$ cat src/rtl/crsfd_pkg.sv
// Shared types, constants and the CRC-8 helper for the CRSF deframer.
package crsfd_pkg;

    localparam int BUF_DEPTH_DEF = 64;   // frame buffer entries
    localparam int MAX_RUN       = 63;   // most bytes in one emitted run
    localparam int IDX_W         = 6;    // byte position width
    localparam int BYTE_W        = 8;
    localparam int CMDQ_DEPTH    = 2;    // front-to-back command queue
    localparam logic [7:0] CRC_POLY = 8'hD5;
    localparam logic [7:0] MIN_LEN  = 8'd2;

    // Result status codes, also used as command kinds on the queue
    typedef enum logic [1:0] {
        ST_FRAME = 2'd0,   // good frame: emit a run of bytes
        ST_CRC   = 2'd1,   // CRC mismatch, frame dropped
        ST_MAL   = 2'd2    // short or oversize length, frame dropped
    } status_t;

    typedef struct packed {
        status_t          kind;
        logic [IDX_W-1:0] len;    // L of a good frame
    } cmd_t;

    // CRC-8, polynomial 0xD5, MSB first, one byte
    function automatic logic [7:0] crc8_update(input logic [7:0] crc,
                                               input logic [7:0] b);
        logic [7:0] c;
        c = crc ^ b;
        for (int k = 0; k < 8; k++) begin
            if (c[7])
                c = {c[6:0], 1'b0} ^ CRC_POLY;
            else
                c = {c[6:0], 1'b0};
        end
        return c;
    endfunction

endpackage

$ cat src/rtl/crsfd_ram.sv
// Generic simple dual-port RAM, one write port, one registered read port.
module crsfd_ram #(
    parameter int WIDTH = 8,
    parameter int DEPTH = 64
) (
    input  logic                     clk,
    input  logic                     wr_en,
    input  logic [$clog2(DEPTH)-1:0] wr_addr,
    input  logic [WIDTH-1:0]         wr_data,
    input  logic                     rd_en,
    input  logic [$clog2(DEPTH)-1:0] rd_addr,
    output logic [WIDTH-1:0]         rd_data
);

    logic [WIDTH-1:0] mem [DEPTH];

    always_ff @(posedge clk)
    begin
        if (wr_en)
        begin
            mem[wr_addr] <= wr_data;
        end
        if (rd_en)
        begin
            rd_data <= mem[rd_addr];
        end
    end

endmodule

$ cat src/rtl/crsfd_cmdq.sv
// Small command FIFO between the deframer front end and the emit back end.
module crsfd_cmdq (
    input  logic          clk,
    input  logic          rst_n,
    input  logic          push,
    input  crsfd_pkg::cmd_t push_cmd,
    output logic          full,
    input  logic          pop,
    output logic          not_empty,
    output crsfd_pkg::cmd_t head
);

    localparam int PW = (crsfd_pkg::CMDQ_DEPTH > 1) ? $clog2(crsfd_pkg::CMDQ_DEPTH) : 1;
    localparam int NW = $clog2(crsfd_pkg::CMDQ_DEPTH + 1);

    crsfd_pkg::cmd_t entry_reg [crsfd_pkg::CMDQ_DEPTH];
    logic [PW-1:0] wr_ptr_reg, rd_ptr_reg;
    logic [NW-1:0] count_reg;

    assign full      = (count_reg == NW'(crsfd_pkg::CMDQ_DEPTH));
    assign not_empty = (count_reg != '0);
    assign head      = entry_reg[rd_ptr_reg];

    always_ff @(posedge clk)
    begin
        if (push)
        begin
            entry_reg[wr_ptr_reg] <= push_cmd;
        end
    end

    always_ff @(posedge clk or negedge rst_n)
    begin
        if (!rst_n)
        begin
            wr_ptr_reg <= '0;
            rd_ptr_reg <= '0;
            count_reg  <= '0;
        end
        else
        begin
            if (push)
            begin
                wr_ptr_reg <= (wr_ptr_reg == PW'(crsfd_pkg::CMDQ_DEPTH - 1)) ?
                              '0 : wr_ptr_reg + 1'b1;
            end
            if (pop)
            begin
                rd_ptr_reg <= (rd_ptr_reg == PW'(crsfd_pkg::CMDQ_DEPTH - 1)) ?
                              '0 : rd_ptr_reg + 1'b1;
            end
            if (push && !pop)
            begin
                count_reg <= count_reg + 1'b1;
            end
            else if (pop && !push)
            begin
                count_reg <= count_reg - 1'b1;
            end
        end
    end

endmodule

$ cat src/rtl/crsfd_front.sv
// Front end: takes bytes, fills the frame buffer, tracks length and CRC.
module crsfd_front #(
    parameter int BUF_DEPTH = crsfd_pkg::BUF_DEPTH_DEF
) (
    input  logic                         clk,
    input  logic                         rst_n,
    input  logic                         s_tvalid,
    output logic                         s_tready,
    input  logic [7:0]                   rx_byte,
    input  logic                         flush,
    output logic                         wr_en,
    output logic [$clog2(BUF_DEPTH)-1:0] wr_addr,
    output logic [7:0]                   wr_data,
    output logic                         push,
    output crsfd_pkg::cmd_t              push_cmd,
    input  logic                         q_full,
    input  logic                         run_done
);

    localparam int AW      = $clog2(BUF_DEPTH);
    localparam int IW      = crsfd_pkg::IDX_W;
    // longest L accepted: the frame must fit the buffer and the run limit
    localparam int MAX_LEN = (BUF_DEPTH - 2 < crsfd_pkg::MAX_RUN - 1) ?
                             BUF_DEPTH - 2 : crsfd_pkg::MAX_RUN - 1;

    logic [IW-1:0] cnt_reg, cnt_next;
    logic [IW-1:0] len_reg, len_next;
    logic [7:0]    crc_reg, crc_next;
    logic          busy_reg, busy_next;   // good frame waiting in the buffer
    logic          accept;
    logic          len_ok;

    assign s_tready = !q_full && !busy_reg;
    assign accept   = s_tvalid && s_tready;
    assign wr_en    = accept && !flush;
    assign wr_addr  = AW'(cnt_reg);
    assign wr_data  = rx_byte;
    assign len_ok   = (rx_byte >= crsfd_pkg::MIN_LEN) && (rx_byte <= 8'(MAX_LEN));

    always_comb
    begin
        cnt_next  = cnt_reg;
        len_next  = len_reg;
        crc_next  = crc_reg;
        busy_next = busy_reg;
        push      = 1'b0;
        push_cmd  = '{kind: crsfd_pkg::ST_FRAME, len: len_reg};
        if (run_done)
        begin
            busy_next = 1'b0;
        end
        if (accept)
        begin
            priority if (flush)
            begin
                cnt_next = '0;
                len_next = '0;
                crc_next = '0;
            end
            else if (cnt_reg == '0)
            begin
                cnt_next = IW'(1);
            end
            else if (cnt_reg == IW'(1))
            begin
                if (len_ok)
                begin
                    len_next = rx_byte[IW-1:0];
                    cnt_next = IW'(2);
                    crc_next = '0;
                end
                else
                begin
                    push          = 1'b1;
                    push_cmd.kind = crsfd_pkg::ST_MAL;
                    cnt_next      = '0;
                    len_next      = '0;
                    crc_next      = '0;
                end
            end
            else if (cnt_reg <= len_reg)
            begin
                crc_next = crsfd_pkg::crc8_update(crc_reg, rx_byte);
                cnt_next = cnt_reg + 1'b1;
            end
            else
            begin
                // CRC byte
                push = 1'b1;
                if (rx_byte == crc_reg)
                begin
                    push_cmd.kind = crsfd_pkg::ST_FRAME;
                    busy_next     = 1'b1;
                end
                else
                begin
                    push_cmd.kind = crsfd_pkg::ST_CRC;
                end
                cnt_next = '0;
                len_next = '0;
                crc_next = '0;
            end
        end
    end

    always_ff @(posedge clk or negedge rst_n)
    begin
        if (!rst_n)
        begin
            cnt_reg  <= '0;
            len_reg  <= '0;
            crc_reg  <= '0;
            busy_reg <= 1'b0;
        end
        else
        begin
            cnt_reg  <= cnt_next;
            len_reg  <= len_next;
            crc_reg  <= crc_next;
            busy_reg <= busy_next;
        end
    end

endmodule

$ cat src/rtl/crsfd_back.sv
// Back end: pops commands, streams good frames out of the frame buffer and emits status results.
module crsfd_back #(
    parameter int BUF_DEPTH = crsfd_pkg::BUF_DEPTH_DEF
) (
    input  logic                         clk,
    input  logic                         rst_n,
    input  logic                         q_not_empty,
    input  crsfd_pkg::cmd_t              q_head,
    output logic                         pop,
    output logic                         rd_en,
    output logic [$clog2(BUF_DEPTH)-1:0] rd_addr,
    input  logic [7:0]                   rd_data,
    output logic                         run_done,
    output logic                         m_tvalid,
    input  logic                         m_tready,
    output logic [7:0]                   frame_byte,
    output logic [crsfd_pkg::IDX_W-1:0]  byte_index,
    output logic                         last_byte,
    output crsfd_pkg::status_t           status
);

    localparam int AW = $clog2(BUF_DEPTH);
    localparam int IW = crsfd_pkg::IDX_W;

    typedef enum logic {
        S_IDLE,
        S_RUN
    } state_t;

    state_t        state_reg, state_next;
    logic [IW-1:0] idx_reg, idx_next;       // next address to read
    logic [IW-1:0] len_reg, len_next;
    logic          pend_reg, pend_next;     // read data waiting in the RAM register
    logic [IW-1:0] pidx_reg, pidx_next;     // index of that data
    logic          plast_reg, plast_next;
    logic          ov_reg, ov_next;
    logic [7:0]    ob_reg, ob_next;
    logic [IW-1:0] oi_reg, oi_next;
    logic          ol_reg, ol_next;
    crsfd_pkg::status_t os_reg, os_next;
    logic          out_free;
    logic          move;

    assign out_free = !ov_reg || m_tready;
    assign move     = pend_reg && out_free;

    always_comb
    begin
        state_next = state_reg;
        idx_next   = idx_reg;
        len_next   = len_reg;
        pend_next  = pend_reg;
        pidx_next  = pidx_reg;
        plast_next = plast_reg;
        ov_next    = ov_reg;
        ob_next    = ob_reg;
        oi_next    = oi_reg;
        ol_next    = ol_reg;
        os_next    = os_reg;
        pop        = 1'b0;
        rd_en      = 1'b0;
        run_done   = 1'b0;

        if (ov_reg && m_tready)
        begin
            ov_next = 1'b0;
        end
        if (move)
        begin
            ov_next   = 1'b1;
            ob_next   = rd_data;
            oi_next   = pidx_reg;
            ol_next   = plast_reg;
            os_next   = crsfd_pkg::ST_FRAME;
            pend_next = 1'b0;
        end

        unique case (state_reg)
            S_IDLE:
            begin
                if (q_not_empty && !pend_reg)
                begin
                    if (q_head.kind == crsfd_pkg::ST_FRAME)
                    begin
                        pop        = 1'b1;
                        idx_next   = '0;
                        len_next   = q_head.len;
                        state_next = S_RUN;
                    end
                    else if (out_free)
                    begin
                        pop     = 1'b1;
                        ov_next = 1'b1;
                        ob_next = '0;
                        oi_next = '0;
                        ol_next = 1'b1;
                        os_next = q_head.kind;
                    end
                end
            end
            S_RUN:
            begin
                if (!pend_reg || move)
                begin
                    rd_en      = 1'b1;
                    pend_next  = 1'b1;
                    pidx_next  = idx_reg;
                    plast_next = (idx_reg == len_reg);
                    idx_next   = idx_reg + 1'b1;
                    if (idx_reg == len_reg)
                    begin
                        run_done   = 1'b1;
                        state_next = S_IDLE;
                    end
                end
            end
            default:
            begin
                state_next = S_IDLE;
            end
        endcase
    end

    assign rd_addr    = AW'(idx_reg);
    assign m_tvalid   = ov_reg;
    assign frame_byte = ob_reg;
    assign byte_index = oi_reg;
    assign last_byte  = ol_reg;
    assign status     = os_reg;

    always_ff @(posedge clk or negedge rst_n)
    begin
        if (!rst_n)
        begin
            state_reg <= S_IDLE;
            pend_reg  <= 1'b0;
            ov_reg    <= 1'b0;
            idx_reg   <= '0;
            len_reg   <= '0;
            pidx_reg  <= '0;
            plast_reg <= 1'b0;
            ob_reg    <= '0;
            oi_reg    <= '0;
            ol_reg    <= 1'b0;
            os_reg    <= crsfd_pkg::ST_FRAME;
        end
        else
        begin
            state_reg <= state_next;
            pend_reg  <= pend_next;
            ov_reg    <= ov_next;
            idx_reg   <= idx_next;
            len_reg   <= len_next;
            pidx_reg  <= pidx_next;
            plast_reg <= plast_next;
            ob_reg    <= ob_next;
            oi_reg    <= oi_next;
            ol_reg    <= ol_next;
            os_reg    <= os_next;
        end
    end

endmodule

$ cat src/rtl/crsf_frame_deframer_unit.sv
// Top level of the CRSF frame deframer with CRC-8 (DVB-S2) check.
//
// Received bytes come in on the slave stream, one per transaction; s_tuser set
// means flush (drop any partial frame, byte ignored). Byte 0 of a frame is the
// address, byte 1 the length L, the frame is L+2 bytes and its last byte is a
// CRC-8 (poly 0xD5, init 0, MSB first) over bytes 2..L. A good frame comes out
// as a run of L+1 transactions (address through last payload byte) with
// m_tuser = 0 and m_tlast on the final one. A CRC mismatch gives one
// transaction with status 1; L below 2, or a frame that does not fit the
// buffer or a 63-byte run, gives one with status 2 as soon as L arrives.
// Status results carry zero data, index 0 and m_tlast set.
// Rate: the front end takes one byte per cycle while s_tready is high. Once a
// good frame's CRC byte is in, s_tready stays low until the back end has issued
// the last read of the single frame buffer. The back end pops the command after
// the CRC byte and then reads one byte per cycle while the output keeps moving;
// a stalled m_tready or error results still waiting ahead of the frame keep
// s_tready low for longer. Error results only stop the front end when the
// two-entry command queue is full.
// No clearing pass after reset: every buffer entry is written before it is read.
module crsf_frame_deframer_unit #(
    parameter int BUF_DEPTH = crsfd_pkg::BUF_DEPTH_DEF   // 8..257
) (
    input  logic        clk,
    input  logic        rst_n,
    // input stream
    input  logic        s_tvalid,
    output logic        s_tready,
    input  logic [7:0]  s_tdata,   // [7:0] rx_byte
    input  logic        s_tuser,   // [0] flush
    // result stream
    output logic        m_tvalid,
    input  logic        m_tready,
    output logic [15:0] m_tdata,   // [7:0] frame_byte, [13:8] byte_index, [15:14] zero
    output logic        m_tlast,   // last_byte
    output logic [1:0]  m_tuser    // [1:0] status
);

    localparam int AW = $clog2(BUF_DEPTH);

    // frame buffer ports
    logic          wr_en;
    logic [AW-1:0] wr_addr;
    logic [7:0]    wr_data;
    logic          rd_en;
    logic [AW-1:0] rd_addr;
    logic [7:0]    rd_data;

    // command queue
    logic            push, pop, q_full, q_not_empty;
    crsfd_pkg::cmd_t push_cmd, q_head;
    logic            run_done;

    logic [7:0]                  frame_byte;
    logic [crsfd_pkg::IDX_W-1:0] byte_index;
    crsfd_pkg::status_t          status;

    crsfd_front #(
        .BUF_DEPTH(BUF_DEPTH)
    ) u_front (
        .clk      (clk),
        .rst_n    (rst_n),
        .s_tvalid (s_tvalid),
        .s_tready (s_tready),
        .rx_byte  (s_tdata),
        .flush    (s_tuser),
        .wr_en    (wr_en),
        .wr_addr  (wr_addr),
        .wr_data  (wr_data),
        .push     (push),
        .push_cmd (push_cmd),
        .q_full   (q_full),
        .run_done (run_done)
    );

    crsfd_ram #(
        .WIDTH(crsfd_pkg::BYTE_W),
        .DEPTH(BUF_DEPTH)
    ) u_buf (
        .clk     (clk),
        .wr_en   (wr_en),
        .wr_addr (wr_addr),
        .wr_data (wr_data),
        .rd_en   (rd_en),
        .rd_addr (rd_addr),
        .rd_data (rd_data)
    );

    crsfd_cmdq u_cmdq (
        .clk       (clk),
        .rst_n     (rst_n),
        .push      (push),
        .push_cmd  (push_cmd),
        .full      (q_full),
        .pop       (pop),
        .not_empty (q_not_empty),
        .head      (q_head)
    );

    crsfd_back #(
        .BUF_DEPTH(BUF_DEPTH)
    ) u_back (
        .clk         (clk),
        .rst_n       (rst_n),
        .q_not_empty (q_not_empty),
        .q_head      (q_head),
        .pop         (pop),
        .rd_en       (rd_en),
        .rd_addr     (rd_addr),
        .rd_data     (rd_data),
        .run_done    (run_done),
        .m_tvalid    (m_tvalid),
        .m_tready    (m_tready),
        .frame_byte  (frame_byte),
        .byte_index  (byte_index),
        .last_byte   (m_tlast),
        .status      (status)
    );

    assign m_tdata = {2'b00, byte_index, frame_byte};
    assign m_tuser = status;

endmodule
$ cat config.mk
export PLATFORM = sky130hd
export DESIGN_NAME = crsf_frame_deframer_unit
export DESIGN_NICKNAME = d
export VERILOG_FILES = /design/src/rtl/crsfd_pkg.sv /design/src/rtl/crsfd_ram.sv /design/src/rtl/crsfd_cmdq.sv /design/src/rtl/crsfd_front.sv /design/src/rtl/crsfd_back.sv /design/src/rtl/crsf_frame_deframer_unit.sv
export SDC_FILE = /design/constraint.sdc
export NUM_CORES = 1
export LEC_CHECK = 0
export BUFFER_PORTS_ARGS = -buffer_cell sky130_fd_sc_hd__buf_4
export CORE_MARGIN = 10
export CORE_UTILIZATION = 36
export CTS_BUF_LIST = sky130_fd_sc_hd__clkbuf_8
export DETAILED_ROUTE_END_ITERATION = 6
export HOLD_SLACK_MARGIN = 0.1
export PLACE_DENSITY = 0.47
export SKIP_CTS_REPAIR_TIMING = 1
export SYNTH_ARGS = -nofsm -noshare
export SYNTH_HDL_FRONTEND = slang
export SYNTH_SLANG_ARGS = --single-unit
$ cat constraint.sdc
create_clock -name clk -period 2.7 [get_ports clk]
set_input_delay 0.54 -clock clk [delete_from_list [all_inputs] [get_ports clk]]
set_output_delay 0.54 -clock clk [all_outputs]
set_load 0.01 [all_outputs]
After elaboration in Yosys (flattened, before gate mapping)
Memory sizes are Yosys's and may differ from the RTL's. A register that Yosys moved wholly into a read port is not among the register bits.
Index checks and enable logic that the tools add are counted.
{"block": "op_classes", "n_mux": 132, "reduce_logical": 27, "n_eq_ne": 9, "bitwise_logic": 10, "n_addsub": 6, "magnitude_cmp": 3}
{"operator": "8-bit two-way mux", "count": 52}
{"operator": "6-bit two-way mux", "count": 17}
{"operator": "1-bit two-way mux", "count": 47}
{"operator": "5-bit NOT", "count": 8}
{"operator": "2-bit two-way mux", "count": 14}
{"operator": "6-bit by 1-bit adder with 6-bit output (second input constant)", "count": 2}
{"operator": "6-bit case mux with 2 select lines", "count": 1}
{"operator": "1-bit logical AND", "count": 9}
{"operator": "3-bit AND reduction", "count": 3}
{"operator": "8-bit == test", "count": 1}
{"operator": "8-bit by 2-bit greater-or-equal comparator with 1-bit output (second input constant)", "count": 1}
{"operator": "8-bit by 6-bit <= comparator with 1-bit output (second input constant)", "count": 1}
{"operator": "8-bit XOR", "count": 1}
{"operator": "1-bit logical NOT", "count": 7}
{"operator": "6-bit by 1-bit == test with 1-bit output (second input constant)", "count": 1}
{"operator": "6-bit == test", "count": 1}
{"operator": "6-bit <= comparator", "count": 1}
{"operator": "6-bit logical NOT", "count": 1}
{"operator": "2-bit by 1-bit != test with 1-bit output (second input constant)", "count": 2}
{"operator": "2-bit != test (second input constant)", "count": 2}
{"operator": "2-bit AND reduction", "count": 2}
{"operator": "2-bit nonzero test", "count": 2}
{"operator": "3-bit by 2-bit != test with 1-bit output (second input constant)", "count": 1}
{"operator": "1-bit adder (second input constant)", "count": 2}
{"operator": "other kinds (7)", "count": 8}
{"block": "totals", "mem_count": 2, "reg_bits": 64, "input_bits": 13, "out_inout_bits": 21, "ram_bits": 528, "word_cells": 207}
{"memory": "u_buf.mem", "depth": 64, "width": 8, "read_ports": 1, "rd_clocked_by_memory_dff": 1, "wr": 1, "line": "crsfd_ram.sv:15", "rtl": "logic [WIDTH-1:0] mem [DEPTH];"}
{"memory": "u_cmdq.entry_reg", "depth": 2, "width": 8, "read_ports": 1, "rd_clocked_by_memory_dff": 0, "wr": 1, "line": "crsfd_cmdq.sv:16", "rtl": "crsfd_pkg::cmd_t entry_reg [crsfd_pkg::CMDQ_DEPTH];"}

Logic depth before layout (Yosys ltp)
Gate-level depths: netlist of the first run.
{"block": "logic_depth", "word_depth": 56, "ltp_mapped": 10, "ltp_nobuf": 10}

Modules after synthesis
A second synthesis of the first run with hierarchy kept.
{"block": "hier_totals", "cells_unflattened": 1288, "hier_area_um2": 24284.5}
{"mod": "crsfd_ram", "seq_area_each_um2": 15615.0, "instances": 1, "area_per_inst_um2": 20246.9, "cells_per_inst": 940}
{"mod": "crsfd_back", "seq_area_each_um2": 975.9, "instances": 1, "area_per_inst_um2": 1641.6, "cells_per_inst": 133}
{"mod": "crsfd_front", "seq_area_each_um2": 525.5, "instances": 1, "area_per_inst_um2": 1604.0, "cells_per_inst": 171}
{"mod": "crsfd_cmdq", "seq_area_each_um2": 580.6, "instances": 1, "area_per_inst_um2": 773.2, "cells_per_inst": 41}
{"mod": "crsf_frame_deframer_unit", "seq_area_each_um2": 0.0, "instances": 1, "area_per_inst_um2": 18.8, "cells_per_inst": 3}

Least setup slack after synthesis of the first run
OpenSTA, ideal clock, no wires.
{"block": "synth_path", "path_type": "input -> register", "start": "input s_tuser", "end": "memory u_cmdq.entry_reg[0][0] (netlist name) (enable)", "n_path_buf": 1, "path_slack_ns": 0.234, "required_time_ns": 2.327, "setup_time_ns": 0.373, "stages": 5, "arrival_time_ns": 2.093, "path_cell_list": "clkbuf_1 nor4b_4 nand2_1 a211oi_2 nor2b_1"}
{"block": "synth_via", "elab_chain_len": 4}
{"element": "from (decl)", "line": "crsf_frame_deframer_unit.sv:29", "rtl": "input logic s_tuser,"}
{"element": "1-bit two-way mux", "line": "crsfd_front.sv:54", "rtl": "priority if (flush)"}
{"element": "1-bit two-way mux", "line": "crsfd_front.sv:52", "rtl": "if (accept)"}
{"element": "net push", "line": "crsf_frame_deframer_unit.sv:49", "rtl": "logic push, pop, q_full, q_not_empty;"}
{"element": "1-bit two-way mux", "line": "crsfd_cmdq.sv:26", "rtl": "if (push)"}
{"element": "1-bit two-way mux (implied by the code)", "line": "crsfd_cmdq.sv:28", "rtl": "entry_reg[wr_ptr_reg] <= push_cmd;"}
{"element": "to (decl)", "line": "crsfd_cmdq.sv:16"}
The timed path passes the listed nets, and every way through them passes these cells.

==> summary by stage, run 1 <==
Outcome
The flow ran to the end, and the final reports show no timing, DRC or antenna violations.

Global routing
The number of global-route vias before repair is 13,100. The pin count of the biggest net entering global routing is 51. Across every metal layer, demand over resource in global routing totals 0.154. The wire length of the first global-routing pass is 88,400 µm. The global-route congestion overflow total is 0. The number of antenna violations at the first check in global routing came to 3.

Logic synthesis
For this run, asynchronously set or reset flops after synthesis account for 0.107. Among all flip-flop cells after synthesis, the most frequent one is edfxtp_1. Summing every instance area after synthesis gives 23,700 µm².

The post-synthesis average cell area is 18.8 µm². For this run, the number of Yosys warnings is 0. The number of distinct library cell variants in the gate-level netlist after synthesis is 55. The number of synthesized register bits is 600. The number of enable flip-flop cells after synthesis is between 500 and 600. The synthesized instance count is 1,263. The sequential share of the synthesized area is 0.745.

CTS
In this run the deepest clock path goes through 3 buffers. The CTS tree is done. After clock tree synthesis, the clock-pin slew on the worst setup and hold paths is 0.06 ns. Clock latency on the worst-skew pair, taken at its later pin, is about 0.7 ns. The sink count of the clock tree is 600. The number of CTS-inserted buffers is ~100. CTS built an H-tree with a depth of 3. The tree is rooted in a clkbuf_8.

Timing
The final number of hold-violating endpoints is 0. The clock arrives with 0.0397 ns of skew. Based on the critical path, the design can be clocked at up to 0.385 GHz. The worst path meets setup with 0.100 ns of slack.

The worst slew margin relative to its limit is 0.249. Setup violations remaining at the end of the flow were counted as 0. The number of slew-limit violations in the final report is 0.

The transition time at the pin with the least slew margin is 1.12 ns. Setup repair after global routing left no endpoint under its margin. Counting I/O delays and the setup requirement, the final critical path takes 2.60 ns. The post-route clock period utilization is 0.963. The final sum of negative setup slack is 0 ns.

Setup path
The number of cell instances on the worst register-to-register path is 7. The sort of element at the end of the critical path is a flip-flop. The startpoint-to-endpoint class of the critical path is reg2reg. The setup check on the worst reg-to-reg path leaves a slack of 0.10 ns. STA classifies the critical path startpoint as a flip-flop. The delay of the slowest critical-path stage is 0.55 ns. The data required time at the worst endpoint is 3.12 ns. Among the stages of the critical path, the cell type that occurs most often is buf_12. The cell at the slowest stage of the critical path is mux4_2. The data arrival at the endpoint of the critical path is 3.02 ns. Along the worst path, the maximum fanout reaches 17. Traced cell by cell, the critical path runs through buf_12 > buf_12 > mux4_2 > a22oi_1 > nand2_1 > a22oi_2 > o221ai_1.

Floorplan
The die covers between 70,000 and 80,000 µm². After floorplanning, the core was divided into 94 placement rows. 34 I/O pins were placed. The floorplan die width is 277 µm. The initial cell density of the core is 0.362. The chip height is 277 µm. The area of the core region is 65,600 µm².

Layout
The area growth from synthesis to layout is 18.1%. The register with the most flip-flops in the layout has 512 of them. The final non-filler cell total is around 2,400. The share of cells above drive strength 1 is 0.303. Summing all flip-flop and latch instances after layout gives around 18,000 µm². The combined area of the multi-input logic cells is 5690 µm².

Counting the fill cells in the layout gives 5,837. The final layout net count is 1,525. In the layout the commonest cells are 536 x edfxtp_1, 191 x buf_4, 128 x mux4_2.

The most common library cell in the layout ignoring fill and taps is edfxtp_1.

Power and ir drop
The highest ir drop seen on vdd is ~0.51 mV. Power spread over the standard cell area amounts to 966 nW/µm². Summed over all cells, the static leakage comes to 9.62 nW.

Detailed routing
The routed length per instance is 24.5 µm. The violation count after the first detailed-routing iteration is 970. The count of vias placed by the detailed router is 12,600. The total DRC errors in the routed layout is 0. In this run the remaining antenna-violating nets after routing total 0. The total wirelength of the detailed-routed design is about 60,000 µm. The detailed-routing iteration count for the pre-antenna-repair pass is 5. The via density per instance is 5.13.

Placed design
The quantity of I/O buffers inserted on ports is 31. The number of placed cells counting well taps is 2,260. Routability-driven placement finished with a final weighted congestion of 0.816.

The setup slack after placement is 0.0341 ns. After legalization and detailed placement, the total HPWL measured 39,100 µm.

Job
The reported max-cap violation count is 0.

Worst hold path
The path class of the lowest-slack min-delay path is in2reg. Counting instances, the worst hold path has a depth of 2.
[power breakdown]
group	switching, mW	leakage [nW]	internal (mW)
clock	3.63	1.06	3.80
sequential	0.462	5.66	10.7
combinational	4.63	2.91	3.89
[cell families (layout without fill, tap and decap cells)]
kind of cell / count (synthesis) / count (layout) / share of synthesized area
adder cells (fa/ha/maj): 12 / 12 / 0.00632
AO/OA/AOI/OAI: 151 / 151 / 0.0467
XOR/XNOR: 38 / 38 / 0.0150
AND/OR/NAND/NOR: 240 / 240 / 0.0447
other: 1 / 3 / 0.000158
flip-flops: 600 / 600 / 0.745
multiplexers: 137 / 137 / 0.125
buffers and inverters: 84 / 400 / 0.0167
[final cells by class]
type / instances / area share
clock inverters: 78 / 0.0144
well taps: 864 / 0.0385
inverters: 13 / 0.00174
flip-flops and latches: 600 / 0.631
multi-input cells: 580 / 0.203
diodes: 1 / 0.0000892
clock buffers: 105 / 0.0515
repair buffers: 204 / 0.0597
[stage by stage]
| stage | area, µm² | hold slack (ns) | util | power, mW |
|---|---|---|---|---|
| finish | 28100 | 0.182 | 0.427 | 27.1 |
| detailed placement | 26200 | 0.464 | 0.399 | 19.9 |
| global route | 28100 | 0.139 | 0.427 | 28.5 |
| floorplan | 23700 | 0.244 | - | 16.5 |
| global placement | 26200 | 0.464 | 0.399 | 19.8 |
| CTS | 28000 | -0.161 | 0.427 | 27.4 |
[metal layers]
layer / track usage / wire (µm)
met5: 0 / 23
met4: 0.0461 / 1330
met3: 0.0362 / 3330
met2: 0.235 / 27500
met1: 0.216 / 27600
[cell usage after synthesis (9+ instances only)]
library cell | count | area, µm²
edfxtp_1 | 536 | 16100
mux4_2 | 128 | 2880
nor2_1 | 93 | 349
nand2_1 | 92 | 345
dfrtp_1 | 64 | 1600
a22oi_1 | 40 | 300
clkbuf_1 | 38 | 143
a21oi_1 | 24 | 120
a22o_1 | 24 | 210
xnor2_1 | 22 | 193
o21ai_0 | 17 | 85.1
a221oi_1 | 16 | 140
xor2_1 | 14 | 123
buf_2 | 13 | 65.1
inv_1 | 13 | 48.8
ha_1 | 12 | 150
nand3_1 | 12 | 60.1
buf_1 | 9 | 33.8
[final timing paths]
check / from / endpoint
worst min-delay path: s_tuser / u_front.wr_addr[4]
worst max register to register: u_back.rd_addr[0] / u_buf.rd_data[7]
worst max-delay path: u_back.rd_addr[0] / u_buf.rd_data[7]
worst min register to register: u_back.pidx_reg[2] / u_back.pidx_reg[2]
max in group asynchronous: rst_n / u_back.frame_byte[1]
min in group asynchronous: rst_n / u_back.pidx_reg[0]
[critical path, delay by kind of cell, from the launching register on]
family	cells	cell delay (ns)
compound gates	3	0.75
mux	1	0.55
flops	1	0.44
buf+inv	2	0.36
simple gates	1	0.20
Power figures use the tool's default switching activity.
==> run 2: changes to the inputs <==
Clock period 2.7 ns to 3.19 ns, I/O delays scaled along.
==> run 2 against run 1 <==
Effect of this change: largest power group unchanged; clock power shrank 14%; hold slack better by 0.094 ns; combinational power is 19% lower; critical path type unchanged.
==> summary by stage, run 2 (synthesis results as in run 1) <==
Power and ir drop
The power per cell area is 822 nW/µm² (was 966 nW/µm²). The highest ir drop seen on vdd is 0.453 mV (was 0.513 mV). The standby leakage power came to 9.47 nW (was 9.62 nW). The total power consumption of the routed design is 22.8 mW (was 27.1 mW).

Setup path
The reg2reg setup slack is 0.12 ns (was 0.10 ns). The data arrival at the endpoint of the critical path was 3.46 ns (was 3.02 ns). The launching point of the worst reg2reg path is u_back.rd_addr[0] (unchanged).

The sort of element at the end of the critical path was a flip-flop (unchanged). The cell repeated most along the worst path is a22oi_1 (was buf_12). The biggest fanout along the worst timing path is 16 (was 17). The startpoint-to-endpoint class of the critical path is reg2reg (unchanged). Cell chain of the critical path: buf_12 > buf_4 > mux4_2 > a22oi_1 > nand2_1 > a22oi_1 > o221ai_1 (was buf_12 > buf_12 > mux4_2 > a22oi_1 > nand2_1 > a22oi_2 > o221ai_1). The cell at the slowest stage of the critical path is dfrtp_4 (was mux4_2). The number of cell instances on the worst register-to-register path came to 7 (unchanged). The data required time at the worst endpoint is 3.58 ns (was 3.12 ns). The kind of start point of the critical path is a flip-flop (unchanged). The endpoint of the worst register-to-register path is u_buf.rd_data[6] (was u_buf.rd_data[7]). The delay of the slowest critical-path stage is 0.58 ns (was 0.55 ns).

Layout
The flip-flop count of the largest register, all copies and words added was 512 (unchanged). The most common library cell in the layout ignoring fill and taps is edfxtp_1 (unchanged). The count of fill cells added during filler insertion is 5,888 (was 5,837). The final layout net count is 1,483 (was 1,525). The share of cells above drive strength 1 was 0.282 (was 0.303). The register cell area after layout is 17,700 µm² (unchanged). The combined area of the multi-input logic cells is 5670 µm² (was 5690 µm²). The area overhead of the layout relative to synthesis is 17.0% (was 18.1%). Most frequent cells in the layout: 536 x edfxtp_1, 147 x buf_4, 128 x mux4_2 (was 536 x edfxtp_1, 191 x buf_4, 128 x mux4_2).

Global routing
The wire length of the first global-routing pass is 88,400 µm (about the same). The number of global-route vias before repair is 12,700 (was 13,100). The number of antenna violations at the first check in global routing is 1 (was 3). The global-route congestion overflow total is 0 (unchanged). The total global-route track usage is 0.155 (was 0.154). The pin count of the biggest net entering global routing is 67 (was 51).

Timing
RSZ-0062 raised after global routing: no (unchanged). The worst clock skew on the final layout is 0.0282 ns (was 0.0397 ns). The fmax is 0.326 GHz (was 0.385 GHz).

The worst slew margin relative to its limit came to 0.254 (was 0.249). The transition time at the pin with the least slew margin came to 1.11 ns (was 1.12 ns). The post-route clock period utilization is 0.962 (was 0.963). The number of slew-limit violations in the final report was 0 (unchanged).

The post-layout minimum cycle time is 3.07 ns (was 2.60 ns). The final sum of negative setup slack was 0 ns (unchanged). The number of setup violations in the final report is 0 (unchanged).

The final number of hold-violating endpoints was 0 (unchanged).

Floorplan
The initial cell density of the core came to 0.362 (unchanged). The floorplan row count came to 94 (unchanged). The floorplan die width came to 277 µm (unchanged). The area of the core region was 65,600 µm² (unchanged).

The chip height is 277 µm (unchanged). The number of top-level pins is 34 (unchanged). The die footprint is 76,600 µm² (unchanged).

Detailed routing
The routed length per instance is 25.2 µm (was 24.5 µm). The count of vias placed by the detailed router came to 12,500 (was 12,600). The highest signal layer in the routed design is met4 (was met5). The number of antenna-violating nets in the routed design is 0 (unchanged). The met2 routed wirelength is 27,900 µm (was 27,500 µm).

The sum of routed wire segments on met1 is 28,200 µm (was 27,600 µm). The detailed-routing iteration count for the pre-antenna-repair pass is 5 (unchanged). The detailed-routed wire length on met3 is 3170 µm (was 3330 µm). The total wirelength of the detailed-routed design was 60,600 µm (was 59,800 µm). The violation count after the first detailed-routing iteration is 1,113 (was 970).

The via density per instance was 5.20 (was 5.13). The total DRC errors in the routed layout is 0 (unchanged).

CTS
The root buffer cell is clkbuf_8 (unchanged). The CTS tree is done (unchanged). The later-pin clock latency in the skew report is 0.69 ns (was 0.70 ns).

The clock input transition at the sequential cells of the worst setup and hold paths is 0.06 ns (about the same). The number of CTS-inserted buffers is 101 (unchanged). The maximum number of buffers from clock root to sink was 3 (unchanged).

The sink count of the clock tree was 600 (unchanged). The maximum level of the CTS H-tree is 3 (unchanged).

Placed design
The quantity of I/O buffers inserted on ports came to 31 (unchanged). The half-perimeter wire length of the detailed placement result came to 38,500 µm (was 39,100 µm). The global placer's final weighted congestion came to 0.820 (was 0.816).

Worst hold path
The capture endpoint of the worst hold path is u_buf.mem[24][0] (was u_front.wr_addr[4]). The path class of the lowest-slack min-delay path is in2reg (unchanged). The origin of the worst min-delay path is s_tdata[0] (was s_tuser).

The instance count along the most critical hold path is 1 (was 2).

Job
The reported max-cap violation count is 0 (unchanged).

Outcome
Outcome: complete, no violations (unchanged).
-- run 2: worst max-delay path, delay by kind of cell (launching register included) --
| family | cells | cell delay (ns) |
|---|---|---|
| AO/OA/AOI/OAI | 3 | 1.06 |
| multiplexers | 1 | 0.53 |
| AND/OR/NAND/NOR | 1 | 0.14 |
| flip-flops | 1 | 0.58 |
| buffers and inverters | 2 | 0.42 |
-- run 2: how the worst max path moves through the flow --
stage                                   endpoint               from  depth (start not counted)  slack [ns]
after detailed placement        u_buf.rd_data[6]  u_back.rd_addr[0]                          7        0.16
after global placement          u_buf.rd_data[6]  u_back.rd_addr[0]                          7        0.21
after CTS                       u_buf.rd_data[6]  u_back.rd_addr[0]                          7        0.14
after global routing            u_buf.rd_data[6]  u_back.rd_addr[0]                          7        0.05
after floorplan           u_cmdq.entry_reg[0][0]            s_tuser                          5        0.63
final                           u_buf.rd_data[6]  u_back.rd_addr[0]                          7        0.12
-- run 2: area by class of cell --
class / count / share of cell area
Sequential cell: 600 / 0.637
Multi-Input combinational cell: 580 / 0.204
Timing Repair Buffer: 162 / 0.0502
Clock buffer: 104 / 0.0515
Inverter: 13 / 0.00176
Antenna cell: 1 / 0.0000901
Clock inverter: 82 / 0.0160
Tap cell: 864 / 0.0389
-- run 2: stage by stage --
stage                     cell area, µm²  std cells  hold WS, ns   util  setup slack (ns)
after detailed placement           25900       2218        0.465  0.394             0.159
after floorplan                    23700       1264        0.342      -             0.626
after CTS                          27800       2404       0.0369  0.423             0.140
after global placement             25900       2218        0.468  0.394             0.215
after global routing               27800       2406        0.233  0.423            0.0550
final                              27800       2406        0.276  0.423             0.121
-- run 2: where the power goes --
group / internal (mW) / switching [mW] / total, mW
clock network: 3.29 / 3.11 / 6.40
registers: 9.05 / 0.471 / 9.52
logic: 3.10 / 3.82 / 6.92
total: 15.4 / 7.40 / 22.8
-- run 2: metal layers --
layer	up-vias	GRT usage
met5	-	0
met4	0	0.0505
met3	76	0.0297
met2	330	0.235
met1	6609	0.222
li1	5491	-
==> run 3: changes to the inputs <==
==> constraint.sdc (replaced) <==
create_clock -name clk -period 3.19 [get_ports clk]
set_input_delay 0.4785 -clock clk [delete_from_list [all_inputs] [get_ports clk]]
set_output_delay 0.4785 -clock clk [all_outputs]
set_load 0.01 [all_outputs]
==> run 3 against run 2 <==
Effect of this change: register-to-register slack improved by 0.19 ns; critical path depth fell by 1; clock-buffer cell count increased by 3; critical endpoint unchanged; combinational power is 3.5% lower.
==> summary by stage, run 3 (synthesis results as in run 1) <==
Outcome
Outcome: complete, no violations (unchanged).

Setup path
The data arrival at the endpoint of the critical path came to 3.31 ns (was 3.46 ns). The kind of start point of the critical path is a flip-flop (unchanged). The sort of element at the end of the critical path was a flip-flop (unchanged). The biggest fanout along the worst timing path is 20 (was 16).

The data required time at the worst endpoint was 3.63 ns (was 3.58 ns). The reg2reg setup slack is 0.31 ns (was 0.12 ns). The number of cell instances on the worst register-to-register path is 6 (was 7). The startpoint-to-endpoint class of the critical path is reg2reg (unchanged).

CTS
The clock input transition at the sequential cells of the worst setup and hold paths was 0.06 ns (about the same). The root buffer cell is clkbuf_8 (unchanged). The number of CTS-inserted buffers was 100 (was 101). The maximum number of buffers from clock root to sink is 3 (unchanged). The sink count of the clock tree was 600 (unchanged). The later-pin clock latency in the skew report is 0.73 ns (was 0.69 ns). The maximum level of the CTS H-tree came to 3 (unchanged). The CTS tree is done (unchanged).

Detailed routing
The number of antenna-violating nets in the routed design was 0 (unchanged). The routed length per instance is 25.1 µm (was 25.2 µm). The via density per instance came to 5.19 (was 5.20). The total wirelength of the detailed-routed design came to 59,700 µm (was 60,600 µm). The violation count after the first detailed-routing iteration is 957 (was 1,113). The total DRC errors in the routed layout was 0 (unchanged). The detailed-routing iteration count for the pre-antenna-repair pass was 5 (unchanged).

The count of vias placed by the detailed router is 12,400 (was 12,500).

Power and ir drop
The power per cell area was 817 nW/µm² (was 822 nW/µm²). The sequential fraction of design power is 0.422 (was 0.417). The highest ir drop seen on vdd was 0.421 mV (was 0.453 mV). The standby leakage power is 9.32 nW (was 9.47 nW). The total net switching power came to 7.26 mW (was 7.40 mW). The proportion of total power due to net switching is 0.323 (was 0.324). The internal power summed over all cells came to 15.2 mW (was 15.4 mW). The share of total power in combinational logic was 0.297 (was 0.303). The portion of total power attributed to the clock network came to 0.281 (was 0.280).

Floorplan
The area of the core region is 65,600 µm² (unchanged). The floorplan die width was 277 µm (unchanged). The die footprint is 76,600 µm² (unchanged). The initial cell density of the core is 0.362 (unchanged). The floorplan row count is 94 (unchanged). The chip height is 277 µm (unchanged). The number of top-level pins is 34 (unchanged).

Layout
The final layout net count is 1,465 (was 1,483). The most common library cell in the layout ignoring fill and taps is edfxtp_1 (unchanged). The area overhead of the layout relative to synthesis is 16.1% (was 17.0%).

The count of fill cells added during filler insertion is 5,934 (was 5,888). The share of cells above drive strength 1 came to 0.271 (was 0.282). The flip-flop count of the largest register, all copies and words added is 512 (unchanged). Most frequent cells in the layout: 536 x edfxtp_1, 134 x buf_4, 128 x mux4_2 (was 536 x edfxtp_1, 147 x buf_4, 128 x mux4_2).

Timing
The final number of hold-violating endpoints is 0 (unchanged). RSZ-0062 raised after global routing: no (unchanged). The number of setup violations in the final report came to 0 (unchanged). The worst clock skew on the final layout was 0.0737 ns (was 0.0282 ns). The transition time at the pin with the least slew margin is 1.10 ns (was 1.11 ns). The final sum of negative setup slack came to 0 ns (unchanged). The hold slack is 0.148 ns (was 0.276 ns). The fmax came to 0.348 GHz (was 0.326 GHz). The worst slew margin relative to its limit is 0.260 (was 0.254). The post-route clock period utilization is 0.902 (was 0.962).

The post-layout minimum cycle time came to 2.88 ns (was 3.07 ns). The number of slew-limit violations in the final report came to 0 (unchanged).

Placed design
The quantity of I/O buffers inserted on ports was 31 (unchanged). The half-perimeter wire length of the detailed placement result is 37,400 µm (was 38,500 µm). The global placer's final weighted congestion is 0.780 (was 0.820).

Global routing
The total global-route track usage is 0.155 (about the same). The number of antenna violations at the first check in global routing was 3 (was 1). The pin count of the biggest net entering global routing is 67 (unchanged). The number of global-route vias before repair is 13,000 (was 12,700). The global-route congestion overflow total is 0 (unchanged).

The wire length of the first global-routing pass is 89,000 µm (was 88,400 µm).

Worst hold path
The instance count along the most critical hold path is 3 (was 1). The path class of the lowest-slack min-delay path is in2reg (unchanged).

Job
The reported max-cap violation count is 0 (unchanged).
run 3: layout make-up:
class | count | area (µm²) | share of cell area
flip-flops and latches | 600 | 17700 | 0.642
inverters | 13 | 48.8 | 0.00177
clock inverters | 70 | 373 | 0.0135
well taps | 864 | 1080 | 0.0392
repair buffers | 145 | 1210 | 0.0438
multi-input cells | 580 | 5670 | 0.206
diodes | 1 | 2.50 | 0.0000908
clock buffers | 107 | 1470 | 0.0534
run 3: routing by layer:
| layer | GRT usage | part of all wire | vias up |
|---|---|---|---|
| li1 | - | - | 5441 |
| met1 | 0.224 | 0.47 | 6521 |
| met2 | 0.230 | 0.45 | 323 |
| met3 | 0.0336 | 0.056 | 65 |
| met4 | 0.0491 | 0.020 | 0 |
| met5 | 0 | 0 | - |
run 3: metrics by stage:
step / area (µm²) / worst slack (ns) / std cells / power (mW) / util
finish: 27600 / 0.314 / 2380 / 22.5 / 0.420
global route: 27600 / 0.155 / 2380 / 23.7 / 0.420
floorplan: 23700 / 0.786 / 1264 / 13.9 / -
global placement: 25700 / 0.203 / 2200 / 16.4 / 0.391
CTS: 27500 / 0.232 / 2377 / 22.8 / 0.420
detailed placement: 25700 / 0.222 / 2200 / 16.4 / 0.391
run 3: worst paths after layout:
kind / from / end
max: u_back.rd_addr[0] / u_buf.rd_data[6]
max in group asynchronous: rst_n / u_back.rd_addr[1]
min reg2reg: u_back.pidx_reg[1] / u_back.pidx_reg[1]
min in group asynchronous: rst_n / u_back.plast_reg
max reg2reg: u_back.rd_addr[0] / u_buf.rd_data[6]
min: m_tready / u_back.pend_reg
run 3: critical path, cell delays in order (launching register included):
cell	delay, ns
dfrtp_4	0.60
buf_12	0.27
buf_12	0.22
buf_4	0.16
mux4_2	0.49
a221oi_1	0.63
o221ai_1	0.19
run 3: power groups by stage:
stage | registers (mW) | clock network, mW | logic [mW]
after floorplan | 9.42 | 0 | 4.51
after global placement | 9.63 | 0 | 6.81
after detailed placement | 9.64 | 0 | 6.80
after CTS | 9.49 | 6.52 | 6.83
after global routing | 9.54 | 6.89 | 7.26
final | 9.49 | 6.33 | 6.68
